### src/hdl/kabf_pkg.sv
`default_nettype none
// ----------------------------------------------------------------------------
// kabf_pkg
// Shared types, constants and fixed-point helpers of the angle/bias filter.
// ----------------------------------------------------------------------------
package kabf_pkg;

	localparam int unsigned W      = 48;
	localparam int unsigned CFG_W  = 47;
	localparam int unsigned FRAC   = 24;
	localparam int unsigned DT_W   = 24;
	localparam int unsigned IDX_W  = 2;
	localparam int unsigned HALF_W = 24;

	localparam logic [CFG_W-1:0] RST_Q_ANGLE = 47'd16777;
	localparam logic [CFG_W-1:0] RST_Q_BIAS  = 47'd50332;
	localparam logic [CFG_W-1:0] RST_R_MEAS  = 47'd503316;

	localparam logic [IDX_W-1:0] REG_Q_ANGLE = 2'd0;
	localparam logic [IDX_W-1:0] REG_Q_BIAS  = 2'd1;
	localparam logic [IDX_W-1:0] REG_R_MEAS  = 2'd2;

	localparam logic signed [W-1:0] MAXV = {1'b0, {(W-1){1'b1}}};
	localparam logic signed [W-1:0] MINV = {1'b1, {(W-1){1'b0}}};

	// Register file entries of the datapath.
	typedef enum logic [3:0] {
		R_ANG  = 4'd0,
		R_BIAS = 4'd1,
		R_RATE = 4'd2,
		R_PAA  = 4'd3,
		R_PAB  = 4'd4,
		R_PBA  = 4'd5,
		R_PBB  = 4'd6,
		R_T    = 4'd7,
		R_S    = 4'd8,
		R_K0   = 4'd9,
		R_K1   = 4'd10,
		R_Y    = 4'd11,
		R_MA   = 4'd12,
		R_MR   = 4'd13,
		R_DT   = 4'd14,
		R_ACC  = 4'd15
	} reg_sel_t;

	// Second-operand sources beyond the register file.
	typedef enum logic [1:0] {
		B_REG  = 2'd0,
		B_QANG = 2'd1,
		B_QBIA = 2'd2,
		B_RMEA = 2'd3
	} bsrc_t;

	typedef enum logic [2:0] {
		OP_ADD = 3'd0,
		OP_SUB = 3'd1,
		OP_MUL = 3'd2,
		OP_DIV = 3'd3,
		OP_NOP = 3'd4
	} op_t;

	typedef struct packed {
		logic     start;
		op_t      op;
		reg_sel_t ra;
		reg_sel_t rb;
		bsrc_t    bsrc;
		reg_sel_t rd;
		logic     load;
	} dp_cmd_t;

	typedef struct packed {
		logic done;
	} dp_sts_t;

	function automatic logic signed [W-1:0] sat_add(input logic signed [W:0] v);
		logic signed [W-1:0] r;
		if (v > $signed({1'b0, MAXV})) r = MAXV;
		else if (v < $signed({1'b1, MINV})) r = MINV;
		else r = v[W-1:0];
		return r;
	endfunction

	function automatic logic signed [W-1:0] sign_sat(input logic [W:0] m, input logic neg,
		input logic over);
		logic signed [W-1:0] r;
		if (neg) begin
			if (over || m >= {2'b01, {(W-1){1'b0}}}) r = MINV;
			else r = W'(-$signed({1'b0, m[W-1:0]}));
		end else begin
			if (over || m > {2'b00, MAXV}) r = MAXV;
			else r = m[W-1:0];
		end
		return r;
	endfunction

endpackage : kabf_pkg
`default_nettype wire

### src/hdl/kabf_ctrl.sv
`default_nettype none
// ----------------------------------------------------------------------------
// kabf_ctrl
// Sequencer that steps through the filter's micro-program, one operation at
// a time, and runs the input and result handshakes.
// ----------------------------------------------------------------------------
module kabf_ctrl import kabf_pkg::*; (
	input  wire logic clk,
	input  wire logic arst_n,
	input  wire logic in_valid,
	output logic      in_ready,
	output logic      out_valid,
	input  wire logic out_ready,
	output dp_cmd_t   cmd,
	input  wire dp_sts_t sts
);
	localparam int unsigned NOPS = 29;
	localparam int unsigned PW = $clog2(NOPS);

	typedef enum logic [3:0] {
		S_IDLE = 4'b0001,
		S_ISS  = 4'b0010,
		S_WAIT = 4'b0100,
		S_OUT  = 4'b1000
	} state_t;

	typedef struct packed {
		op_t op; reg_sel_t ra; reg_sel_t rb; bsrc_t bs; reg_sel_t rd;
	} uop_t;

	function automatic uop_t prog(input logic [PW-1:0] pc);
		uop_t u;
		case (pc)
			5'd0:  u = '{OP_SUB, R_MR,  R_BIAS, B_REG,  R_RATE};
			5'd1:  u = '{OP_MUL, R_DT,  R_RATE, B_REG,  R_ACC};
			5'd2:  u = '{OP_ADD, R_ANG, R_ACC,  B_REG,  R_ANG};
			5'd3:  u = '{OP_MUL, R_DT,  R_PBB,  B_REG,  R_T};
			5'd4:  u = '{OP_SUB, R_T,   R_PAB,  B_REG,  R_T};
			5'd5:  u = '{OP_SUB, R_T,   R_PBA,  B_REG,  R_T};
			5'd6:  u = '{OP_ADD, R_T,   R_T,    B_QANG, R_T};
			5'd7:  u = '{OP_MUL, R_DT,  R_T,    B_REG,  R_ACC};
			5'd8:  u = '{OP_ADD, R_PAA, R_ACC,  B_REG,  R_PAA};
			5'd9:  u = '{OP_MUL, R_DT,  R_PBB,  B_REG,  R_ACC};
			5'd10: u = '{OP_SUB, R_PAB, R_ACC,  B_REG,  R_PAB};
			5'd11: u = '{OP_SUB, R_PBA, R_ACC,  B_REG,  R_PBA};
			5'd12: u = '{OP_MUL, R_DT,  R_DT,   B_QBIA, R_ACC};
			5'd13: u = '{OP_ADD, R_PBB, R_ACC,  B_REG,  R_PBB};
			5'd14: u = '{OP_ADD, R_PAA, R_PAA,  B_RMEA, R_S};
			5'd15: u = '{OP_DIV, R_PAA, R_S,    B_REG,  R_K0};
			5'd16: u = '{OP_DIV, R_PBA, R_S,    B_REG,  R_K1};
			5'd17: u = '{OP_SUB, R_MA,  R_ANG,  B_REG,  R_Y};
			5'd18: u = '{OP_MUL, R_K0,  R_Y,    B_REG,  R_ACC};
			5'd19: u = '{OP_ADD, R_ANG, R_ACC,  B_REG,  R_ANG};
			5'd20: u = '{OP_MUL, R_K1,  R_Y,    B_REG,  R_ACC};
			5'd21: u = '{OP_ADD, R_BIAS, R_ACC, B_REG,  R_BIAS};
			// Covariance update: the multiplies use the old cov_aa and cov_ab,
			// so products are parked in R_T and R_S before any write back.
			5'd22: u = '{OP_MUL, R_K1,  R_PAA,  B_REG,  R_T};
			5'd23: u = '{OP_SUB, R_PBA, R_T,    B_REG,  R_PBA};
			5'd24: u = '{OP_MUL, R_K1,  R_PAB,  B_REG,  R_S};
			5'd25: u = '{OP_SUB, R_PBB, R_S,    B_REG,  R_PBB};
			5'd26: u = '{OP_MUL, R_K0,  R_PAA,  B_REG,  R_ACC};
			5'd27: u = '{OP_SUB, R_PAA, R_ACC,  B_REG,  R_PAA};
			default: u = '{OP_NOP, R_ACC, R_ACC, B_REG, R_ACC};
		endcase
		return u;
	endfunction

	state_t state_q;
	logic [PW-1:0] pc_q;
	logic [PW-1:0] pc_x;
	logic          k0pab_q;
	uop_t          u;

	// One step left: cov_ab -= k0 * old cov_ab, done after the sequence
	// since nothing after it reads cov_ab.
	always_comb begin
		pc_x = pc_q;
		u = prog(pc_x);
		if (k0pab_q) begin
			if (pc_q == 5'd28) u = '{OP_MUL, R_K0, R_PAB, B_REG, R_ACC};
			else u = '{OP_SUB, R_PAB, R_ACC, B_REG, R_PAB};
		end
		cmd.start = (state_q == S_ISS);
		cmd.op    = u.op;
		cmd.ra    = u.ra;
		cmd.rb    = u.rb;
		cmd.bsrc  = u.bs;
		cmd.rd    = u.rd;
		cmd.load  = in_valid && in_ready;
	end

	assign in_ready  = (state_q == S_IDLE);
	assign out_valid = (state_q == S_OUT);

	always_ff @(posedge clk or negedge arst_n) begin
		if (!arst_n) begin
			state_q <= S_IDLE;
			pc_q    <= '0;
			k0pab_q <= 1'b0;
		end else begin
			unique case (state_q)
				S_IDLE: if (in_valid) begin
					state_q <= S_ISS;
					pc_q    <= '0;
					k0pab_q <= 1'b0;
				end
				S_ISS: state_q <= sts.done ? S_ISS : S_WAIT;
				S_WAIT: if (sts.done) state_q <= S_ISS;
				S_OUT: if (out_ready) state_q <= S_IDLE;
				default: state_q <= S_IDLE;
			endcase
			if (sts.done) begin
				if (k0pab_q && pc_q == 5'd29) begin
					state_q <= S_OUT;
				end else if (!k0pab_q && pc_q == 5'd27) begin
					k0pab_q <= 1'b1;
					pc_q    <= 5'd28;
				end else begin
					pc_q <= pc_q + 1'b1;
				end
			end
		end
	end
endmodule
`default_nettype wire

### config.mk
export PLATFORM = sky130hd
export DESIGN_NAME = kabf_ctrl
export DESIGN_NICKNAME = d
export VERILOG_FILES = /design/src/hdl/kabf_pkg.sv /design/src/hdl/kabf_ctrl.sv
export SDC_FILE = /design/constraint.sdc
export NUM_CORES = 1
export LEC_CHECK = 0
export BUFFER_PORTS_ARGS = -buffer_cell sky130_fd_sc_hd__buf_4
export CORE_AREA = 5 5 70 53
export DETAILED_ROUTE_END_ITERATION = 16
export DIE_AREA = 0 0 75 58
export GPL_TIMING_DRIVEN = 0
export HOLD_SLACK_MARGIN = 0.12
export PLACE_DENSITY = 0.82
export SETUP_SLACK_MARGIN = 0.5
export SYNTH_ARGS = -nofsm -noshare
export SYNTH_HDL_FRONTEND = slang
export SYNTH_SLANG_ARGS = --single-unit
### constraint.sdc
create_clock -name clk -period 1.6 [get_ports clk]
set_input_delay 0.08 -clock clk [delete_from_list [all_inputs] [get_ports clk]]
set_output_delay 0.08 -clock clk [all_outputs]
set_load 0.05 [all_outputs]
==> results.sh, run 1 <==
export IMPL_synth_area_leader_cell="dfrtp_1"
export IMPL_synthFlopType="dfrtp_1"
export IMPL_synth_edf_count=0
export IMPL_worst_endpoint_kind="top-level output"
export IMPL_clockBufferDepth=2
export IMPL_synth_nets=210
export IMPL_lastStage="5_1_grt"
export IMPL_synth_compound_area_share_pct=33.3
export IMPL_synth_xor_area_share_pct=0.612
export IMPL_synthSimpleGateAreaFrac_pct=28.0
export IMPL_grt_start_max_net_pins=11
export IMPL_io_pins=26
export IMPL_start_util_pct=47.7
export IMPL_synth_cells=197
export IMPL_synth_top_cell_area_share_pct=15.7
export IMPL_htreeDepth=1
export IMPL_synth_top_family_by_area="compound AO/OA/AOI/OAI gates"
export IMPL_synth_area_sq_um=1430
export IMPL_portBuffers=25
export IMPL_cts_root_buf="clkbuf_8"
export IMPL_clock_sinks=10
export IMPL_dpl_hpwl_microns=3960
export IMPL_ys_ff_latch=10
export IMPL_seq_area_frac_synth_pct=17.6
export IMPL_synthMuxAreaShare_pct=2.89
export IMPL_routabilityCongestion=0.967
export IMPL_async_flop_share_pct=100
export IMPL_netlist_top_cells_area="dfrtp_1, ha_1, a21oi_1, nand2_1, nor2_1"
export IMPL_die_x_microns=75
export IMPL_cts_buffers=3
export IMPL_synth_fa_ha_area_share_pct=7.00
export IMPL_synth_distinct_cells=57
export IMPL_yosysWarningCount=0
export IMPL_syn_avg_cell_area_sq_um=7.26
export IMPL_error="[ERROR DPL-0038] Utilization greater than 100%, impossible to legalize"
export IMPL_die_h_microns=58
export IMPL_run_status="aborted with a tool error"
export IMPL_crit_endpoint="cmd[3]"
export IMPL_row_count=17
## cells in the mapped netlist (all sizes together) (2+ instances only)
master	instances
nand2	17
buf	16
nor2	16
a21oi	14
nor3	12
o21ai	12
inv	10
dfrtp	9
ha	8
a211oi	7
nand3	7
nor2b	7
o211ai	5
o31ai	5
clkbuf	4
nand2b	4
a21o	3
and2	3
mux2i	3
a311oi	2
nand3b	2
nor4b	2
o21a	2
o21bai	2
o41ai	2
or2	2
## repair_timing
action | in CTS
endpoints found under the hold margin | 11
hold buffers | 2
buffers inserted | 33
resized for setup | 64
pin swaps | 23
endpoints found under the setup margin | 30
## through the flow
step	area, sq um	setup slack (ns)	instances	utilization, %	hold slack [ns]
after floorplan	1870	-0.263	197	-	-0.216
after global placement	2110	-0.375	260	70.3	-0.0875
after detailed placement	2110	-0.379	260	70.3	-0.0806
after CTS	2680	-0.414	299	89.5	0.125
## logic make-up after synthesis
family / after synthesis
AO/OA/AOI/OAI: 67
XOR/XNOR: 1
adder cells (fa/ha/maj): 8
buffers and inverters: 30
flip-flops: 10
multiplexers: 4
AND/OR/NAND/NOR: 77
==> run 2, diff against run 1 <==
CORE_AREA = 5 5 66 68   (was 5 5 70 53)
DIE_AREA = 0 0 71 73   (was 0 0 75 58)
HOLD_SLACK_MARGIN = default   (was 0.12)
PLACE_DENSITY = default   (was 0.82)
PLACE_DENSITY_LB_ADDON = 0.15   (was default)
SETUP_SLACK_MARGIN = default   (was 0.5)
clock period = 2.1 ns   (was 1.6 ns; I/O delays follow)
==> run 2 against run 1 <==
- the flow now finishes, with violations (negative setup slack)
- synthesized cell count is the same
- synthesized area unchanged
==> results.sh, run 2 <==
export IMPL_slew_viol_final=0
export IMPL_cts_buffers=3
export IMPL_max_stage_delay_ns=0.37
export IMPL_grt_first_pass_wirelength_microns=8110
export IMPL_ys_ff_latch=10
export IMPL_final_cell_mix="buf_4, buf_6, nor2_1"
export IMPL_synth_nets=210
export IMPL_rsz0062_at_grt="true"
export IMPL_synthSimpleGateAreaFrac_pct=28.0
export IMPL_synth_area_sq_um=1430
export IMPL_worstMarginPinSlew_ns=0.609
export IMPL_post_dp_cell_area_sq_um=1760
export IMPL_seq_area_frac_synth_pct=17.6
export IMPL_drv_cap=0
export IMPL_synth_area_leader_cell="dfrtp_1"
export IMPL_worstPathArrival_ns=2.03
export IMPL_crit_fanout=4
export IMPL_yosysWarningCount=0
export IMPL_setup_viol=5
export IMPL_syn_avg_cell_area_sq_um=7.26
export IMPL_die_h_microns=73
export IMPL_antenna_cells=0
export IMPL_run_status="finished, violations left"
export IMPL_yosys_top_cells_count="nand2_1, nor2_1, a21oi_1"
export IMPL_synth_fa_ha_area_share_pct=7.00
export IMPL_grt_usage_pct=19.5
export IMPL_grt_pass1_vias=1659
export IMPL_totalWireLength_microns=5080
export IMPL_slew_limit_headroom_pct=59.4
export IMPL_crit_cells=10
export IMPL_crit_slowest_cell="dfrtp_2"
export IMPL_drc_errors=0
export IMPL_netlist_top_cells_area="dfrtp_1, ha_1, a21oi_1, nand2_1, nor2_1"
export IMPL_cts_root_buf="clkbuf_8"
export IMPL_post_route_period_util_pct=102
export IMPL_fin_crit_ns=2.14
export IMPL_reg_top3="pc_q x5, state_q x4, k0pab_q x1"
export IMPL_syn2layout_area_growth_pct=53.5
export IMPL_finClkSkew_ns=0.00369
export IMPL_hold_class="primary input to flop"
export IMPL_critPathBufInv=5
export IMPL_crit_path_end="cmd[10]"
export IMPL_reg2reg_from="pc_q[1]$_DFF_PN0_"
export IMPL_routedWlPerCell_microns=17.6
export IMPL_synthFlopType="dfrtp_1"
export IMPL_drive_gt1_share_pct=46.2
export IMPL_final_fill_count=369
export IMPL_coreArea_sq_um=3800
export IMPL_crit_path_end_kind="primary output"
export IMPL_start_util_pct=37.6
export IMPL_io_pins=26
export IMPL_dr_total_vias=1639
export IMPL_failed_checks="negative setup slack"
export IMPL_ff_latch_area_sq_um=253
export IMPL_synth_distinct_cells=57
export IMPL_multi_input_comb_area_sq_um=1310
export IMPL_regMostFlops="pc_q"
export IMPL_antenna_found_initial=0
export IMPL_synth_top_cell_area_share_pct=15.7
export IMPL_cp_data_required_time_ns=2.00
export IMPL_async_flop_share_pct=100
export IMPL_clock_sinks=10
export IMPL_portBuffers=25
export IMPL_fin_ws_ns=-0.0356
export IMPL_setup_tns_ns=-0.0968
export IMPL_drtAntennaViolNets=0
export IMPL_row_count=23
export IMPL_die_x_microns=71
export IMPL_finish_utilization_pct=57.8
export IMPL_dpl_hpwl_microns=3480
export IMPL_drtIter0Drc=205
export IMPL_r2r_end="pc_q[4]$_DFF_PN0_"
export IMPL_cpMostUsedCell="buf_6"
export IMPL_clockBufferDepth=2
export IMPL_synth_edf_count=0
export IMPL_cp_startpoint="pc_q[0]$_DFF_PN0_"
export IMPL_synth_compound_area_share_pct=33.3
export IMPL_crit_type="flop to primary output"
export IMPL_worstPathCellList="buf_8 > clkinvlp_4 > buf_12 > buf_6 > ha_4 > mux2_4 > nand2_2 > a21oi_2 > o21ai_2 > buf_6"
export IMPL_firstDrtPassIters=4
export IMPL_synth_top_family_by_area="compound AO/OA/AOI/OAI gates"
export IMPL_fin_nets=252
export IMPL_htreeDepth=1
export IMPL_critPathTopFamily="buffers and inverters"
export IMPL_start_kind="flop"
export IMPL_r2r_slack_ns=0.24
export IMPL_final_common_cell="buf_4"
export IMPL_synthMuxAreaShare_pct=2.89
export IMPL_hold_viol_final=0
export IMPL_gr_total_overflow=0
export IMPL_routabilityCongestion=0.893
export IMPL_worstSkewPairLatency_ns=0.23
export IMPL_synth_xor_area_share_pct=0.612
export IMPL_synth_cells=197
export IMPL_final_area_sq_um=2190
export IMPL_r2r_cells=8
export IMPL_via_per_inst=5.69
export IMPL_largest_reg_flops=5
export IMPL_fmax_mhz=468
export IMPL_die_area_sq_um=5180
export IMPL_clk_pin_slew_ns=0.04
export IMPL_grt_start_max_net_pins=11
export IMPL_cts_tree="built"
## run 2: how the worst min path moves through the flow
stage	from	to	depth (start not counted)
after floorplan	arst_n	k0pab_q$_DFF_PN0_	0
after global placement	arst_n	state_q[3]$_DFF_PN0_	1
after detailed placement	arst_n	state_q[3]$_DFF_PN0_	1
after CTS	sts	state_q[2]$_DFF_PN0_	2
after global routing	sts	state_q[2]$_DFF_PN0_	2
final	sts	state_q[2]$_DFF_PN0_	2
## run 2: area by class of cell
| type | instances | area share (%) |
|---|---|---|
| clock buffers | 4 | 2.05 |
| plain buffers | 19 | 5.99 |
| well taps | 50 | 2.85 |
| inverters | 10 | 2.17 |
| repair buffers | 38 | 15.7 |
| flip-flops and latches | 10 | 11.5 |
| multi-input cells | 157 | 59.7 |
## run 2: worst register-to-register path: stages (launching register included)
cell	delay, ns
dfrtp_1	0.38
clkbuf_8	0.14
clkinvlp_4	0.14
buf_4	0.14
ha_4	0.15
nand3_1	0.14
o21ai_4	0.30
o32ai_1	0.15
a31o_1	0.20
## run 2: timing repair
| item | in CTS | in global routing |
|---|---|---|
| pin swaps | 2 | 17 |
| buffers inserted | 9 | 3 |
| endpoints found under the hold margin | 10 | 0 |
| hold buffers | 1 | 0 |
| resized for setup | 28 | 37 |
| endpoints found under the setup margin | 14 | 8 |
## run 2: logic make-up (layout without fill, tap and decap cells)
family	Yosys count	count (layout)
adder cells (fa/ha/maj)	8	8
AO/OA/AOI/OAI	67	67
XOR/XNOR	1	1
buffers and inverters	30	71
multiplexers	4	4
flip-flops	10	10
AND/OR/NAND/NOR	77	77
## run 2: metal layers
metal / global-route usage, % / part of all wire (%) / up-vias
met2: 32.1 / 47 / 59
met3: 1.38 / 5.6 / 17
met1: 25.5 / 44 / 760
met4: 10.2 / 2.8 / 0
met5: 0 / 0 / -
li1: - / - / 803
## run 2: through the flow
step,instances,hold slack (ns),worst slack (ns)
after floorplan,197,-0.191,-0.494
after global placement,272,-0.0651,-0.292
after detailed placement,272,-0.0654,-0.232
after CTS,285,0.106,-0.0197
after global routing,288,0.122,-0.116
final,288,0.106,-0.0356
Power of run 2 is left out: the tool's default activity adds up to more than one toggle a clock period on the data nets, which glitch-free logic cannot reach.
==> run 3, diff against run 2 <==
RECOVER_POWER = 50   (was default)
==> run 3 against run 2 <==
- highest routed layer unchanged
- clock skew is essentially flat
- fmax unchanged
- critical path depth stayed put
- via count is 0.12% lower
- critical endpoint unchanged
- the run still ends with negative setup slack left
- utilization fell by 0.20 points
- sequential share of layout area about the same
==> results.sh, run 3 (synthesized netlist as in run 2, its figures left out) <==
export IMPL_run_status="finished, violations left"
export IMPL_failed_checks="negative setup slack"
export IMPL_rsz0062_at_grt="true"
export IMPL_htreeDepth=1
export IMPL_start_util_pct=37.6
export IMPL_io_pins=26
export IMPL_totalWireLength_microns=5080
export IMPL_syn2layout_area_growth_pct=52.9
export IMPL_drc_errors=0
export IMPL_setup_viol=5
export IMPL_cp_startpoint="pc_q[0]$_DFF_PN0_"
export IMPL_die_h_microns=73
export IMPL_regMostFlops="pc_q"
export IMPL_cp_data_required_time_ns=2.00
export IMPL_die_area_sq_um=5180
export IMPL_grt_first_pass_wirelength_microns=8110
export IMPL_r2r_cells=8
export IMPL_coreArea_sq_um=3800
export IMPL_dpl_worst_slack_ns=-0.232
export IMPL_crit_path_end_kind="primary output"
export IMPL_final_fill_count=372
export IMPL_worstPathArrival_ns=2.03
export IMPL_drv_cap=0
export IMPL_fin_nets=252
export IMPL_firstDrtPassIters=4
export IMPL_drtIter0Drc=205
export IMPL_hold_viol_final=0
export IMPL_hold_class="primary input to flop"
export IMPL_final_common_cell="buf_4"
export IMPL_finish_utilization_pct=57.6
export IMPL_via_per_inst=5.68
export IMPL_start_kind="flop"
export IMPL_cts_tree="built"
export IMPL_r2r_end="pc_q[4]$_DFF_PN0_"
export IMPL_clock_sinks=10
export IMPL_antenna_cells=0
export IMPL_portBuffers=25
export IMPL_routabilityCongestion=0.893
export IMPL_row_count=23
export IMPL_fin_crit_ns=2.14
export IMPL_gr_total_overflow=0
export IMPL_worstMarginPinSlew_ns=0.609
export IMPL_grt_usage_pct=19.5
export IMPL_final_cell_mix="buf_4, buf_6, nor2_1"
export IMPL_dr_total_vias=1637
export IMPL_cts_root_buf="clkbuf_8"
export IMPL_slew_viol_final=0
export IMPL_drive_gt1_share_pct=45.4
export IMPL_antenna_found_initial=0
export IMPL_crit_type="flop to primary output"
export IMPL_finClkSkew_ns=0.00413
export IMPL_reg2reg_from="pc_q[1]$_DFF_PN0_"
export IMPL_post_route_period_util_pct=102
export IMPL_grt_start_max_net_pins=11
export IMPL_routedWlPerCell_microns=17.6
export IMPL_grt_pass1_vias=1659
export IMPL_fmax_mhz=468
export IMPL_dpl_hpwl_microns=3480
export IMPL_post_dp_cell_area_sq_um=1760
export IMPL_crit_path_end="cmd[10]"
export IMPL_cts_buffers=3
export IMPL_fin_ws_ns=-0.0356
export IMPL_drtAntennaViolNets=0
export IMPL_slew_limit_headroom_pct=59.4
export IMPL_worstSkewPairLatency_ns=0.23
export IMPL_die_x_microns=71
export IMPL_crit_fanout=4
export IMPL_r2r_slack_ns=0.24
export IMPL_reg_top3="pc_q x5, state_q x4, k0pab_q x1"
export IMPL_clk_pin_slew_ns=0.04
export IMPL_largest_reg_flops=5
export IMPL_final_area_sq_um=2190
export IMPL_clockBufferDepth=2
-- run 3: cell count changes in the layout (fill, tap and decap cells not counted) --
cell	delta
buf_4	-2
clkbuf_1	+2
-- run 3: how the worst min path moves through the flow --
stage	start	endpoint	depth (start not counted)
floorplan	arst_n	k0pab_q$_DFF_PN0_	0
global placement	arst_n	state_q[3]$_DFF_PN0_	1
detailed placement	arst_n	state_q[3]$_DFF_PN0_	1
CTS	sts	state_q[2]$_DFF_PN0_	2
global route	sts	state_q[2]$_DFF_PN0_	2
finish	sts	state_q[2]$_DFF_PN0_	2
-- run 3: area by class of cell --
cell class	count	area [sq um]	area share [%]
clock buffer	4	45.0	2.06
multi-input combinational	157	1310	59.9
timing repair buffer	38	338	15.4
tap	50	62.6	2.86
buffer	19	131	6.01
sequential	10	253	11.6
inverter	10	47.5	2.17
-- run 3: per-layer routing --
metal	share of wire, %	wire length, microns	up-vias	track usage, %
met5	0	0	-	0
met4	2.8	144	0	10.2
met3	5.6	285	17	1.38
met2	47	2410	59	32.1
met1	44	2250	759	25.5
li1	-	-	802	-
-- run 3: timing repair --
action | CTS | global route
hold buffers | 1 | 0
setup endpoints to repair | 14 | 8
buffers inserted | 9 | 3
pin swaps | 2 | 17
endpoints found under the hold margin | 10 | 0
resized for setup | 28 | 37
-- run 3: stage by stage --
step / cells / TNS [ns] / hold WS, ns
floorplan: 197 / -1.77 / -0.191
detailed placement: 272 / -1.19 / -0.0654
CTS: 285 / -0.0475 / 0.106
global placement: 272 / -1.57 / -0.0651
global route: 288 / -0.818 / 0.122
finish: 288 / -0.0896 / 0.107
-- run 3: worst max-delay path, stage by stage (launching register included) --
cell and delay, ns:
dfrtp_2 0.37, buf_8 0.11, clkinvlp_4 0.16, buf_12 0.17
buf_6 0.11, ha_4 0.17, mux2_4 0.26, nand2_2 0.07
a21oi_2 0.05, o21ai_2 0.15, buf_6 0.17
Power of run 3 is left out for the same reason.
==> run 4, diff against run 3 <==
CORE_AREA = 2 2 63 65   (was 5 5 66 68)
DIE_AREA = 0 0 65 67   (was 0 0 71 73)
REMOVE_ABC_BUFFERS = 1   (was default)
==> run 4 against run 3 <==
- the run still ends with negative setup slack left
- highest routed layer unchanged
- register-to-register slack better by 0.02 ns
- flip-flop and latch count unchanged
- final area fell by 18%
- via count decreased by 0.24%
- sequential share of layout area increased by 3.1 points
==> results.sh, run 4 (synthesized netlist as in run 2, its figures left out) <==
export IMPL_io_pins=26
export IMPL_gr_total_overflow=0
export IMPL_die_area_sq_um=4360
export IMPL_slew_limit_headroom_pct=60.2
export IMPL_failed_checks="negative setup slack"
export IMPL_rsz0062_at_grt="true"
export IMPL_final_cell_mix="buf_4, nor2_1, nand2_1"
export IMPL_fin_crit_ns=2.11
export IMPL_firstDrtPassIters=4
export IMPL_cts_root_buf="clkbuf_8"
export IMPL_crit_path_end_kind="primary output"
export IMPL_drtIter0Drc=113
export IMPL_drive_gt1_share_pct=28.7
export IMPL_coreArea_sq_um=3610
export IMPL_clockBufferDepth=2
export IMPL_post_dp_cell_area_sq_um=1560
export IMPL_final_common_cell="buf_4"
export IMPL_routedWlPerCell_microns=18.5
export IMPL_start_util_pct=39.7
export IMPL_crit_type="flop to primary output"
export IMPL_worstPathArrival_ns=2.01
export IMPL_antenna_cells=0
export IMPL_cts_tree="built"
export IMPL_grt_first_pass_wirelength_microns=7450
export IMPL_largest_reg_flops=5
export IMPL_clk_pin_slew_ns=0.05
export IMPL_crit_slowest_cell="dfrtp_2"
export IMPL_crit_fanout=5
export IMPL_dpl_hpwl_microns=2900
export IMPL_cpMostUsedCell="buf_4"
export IMPL_slew_viol_final=0
export IMPL_routabilityCongestion=0.886
export IMPL_via_per_inst=6.19
export IMPL_totalWireLength_microns=4880
export IMPL_dr_total_vias=1633
export IMPL_htreeDepth=1
export IMPL_post_route_period_util_pct=101
export IMPL_run_status="finished, violations left"
export IMPL_portBuffers=25
export IMPL_drtAntennaViolNets=0
export IMPL_finClkSkew_ns=0.00731
export IMPL_antenna_found_initial=0
export IMPL_drv_cap=0
export IMPL_fmax_mhz=473
export IMPL_grt_start_max_net_pins=43
export IMPL_grt_usage_pct=22.1
export IMPL_die_x_microns=65
export IMPL_worstMarginPinSlew_ns=0.600
export IMPL_regMostFlops="pc_q"
export IMPL_worstSkewPairLatency_ns=0.24
export IMPL_reg_top3="pc_q x5, state_q x4, k0pab_q x1"
export IMPL_worstPathCellList="buf_6 > buf_4 > nor2b_1 > a21oi_1 > a211oi_1 > o31ai_1 > buf_4"
export IMPL_final_area_sq_um=1800
export IMPL_fin_ws_ns=-0.0143
export IMPL_syn2layout_area_growth_pct=25.5
export IMPL_start_kind="flop"
export IMPL_cp_data_required_time_ns=2.00
export IMPL_die_h_microns=67
export IMPL_grt_pass1_vias=1482
export IMPL_hold_viol_final=0
export IMPL_clock_sinks=10
export IMPL_hold_class="primary input to flop"
export IMPL_max_stage_delay_ns=0.44
export IMPL_row_count=22
export IMPL_setup_viol=1
export IMPL_cts_buffers=3
export IMPL_drc_errors=0
export IMPL_fin_nets=230
run 4: final cells by class:
type,instances,area (sq um)
Multi-Input combinational cell,157,1100
Sequential cell,10,264
Fill cell,372,1810
Timing Repair Buffer,35,277
Clock buffer,4,55.1
Inverter,10,37.5
Tap cell,48,60.1
run 4: through the flow:
stage	hold slack (ns)	utilization [%]	instances	worst slack [ns]	setup TNS, ns
final	0.0998	49.8	264	-0.0143	-0.0143
after global routing	0.100	49.8	264	-0.0544	-0.147
after CTS	0.0876	48.2	262	-0.0153	-0.0153
after detailed placement	-0.0638	43.4	250	-0.311	-3.31
after global placement	-0.0653	43.4	250	-0.297	-2.67
after floorplan	-0.191	-	177	-0.975	-7.10
run 4: layer usage:
metal	wire length (microns)	GRT usage [%]
met1	2140	29.2
met2	2320	38.1
met3	335	2.03
met5	0	0
met4	87	6.65
run 4: repair_timing:
action                                  4_1_cts  5_1_grt
endpoints found under the setup margin       19       12
setup buffers                                 7        2
hold endpoints to repair                     10        0
pin swaps                                     2        5
hold buffers                                  1        0
resized for setup                            19       12
run 4: critical path, delay by kind of cell (launching register included):
kind,cells,cell delay [ns]
AO/OA/AOI/OAI,3,0.54
buffers and inverters,3,0.51
flip-flops,1,0.44
AND/OR/NAND/NOR,1,0.28
run 4: worst paths after layout:
path                                      start                   end  depth (start not counted)  slack (ns)
max                           pc_q[1]$_DFF_PN0_               cmd[11]                          7       -0.01
min                                         sts  state_q[2]$_DFF_PN0_                          2         0.1
max reg2reg                   pc_q[0]$_DFF_PN0_     pc_q[4]$_DFF_PN0_                          6        0.26
min reg2reg                state_q[3]$_DFF_PN0_  state_q[2]$_DFF_PN0_                          1        0.58
max in group asynchronous                arst_n     pc_q[2]$_DFF_PN0_                          2        1.36
min in group asynchronous                arst_n     pc_q[3]$_DFF_PN0_                          2        0.35
Power of run 4 is left out for the same reason.
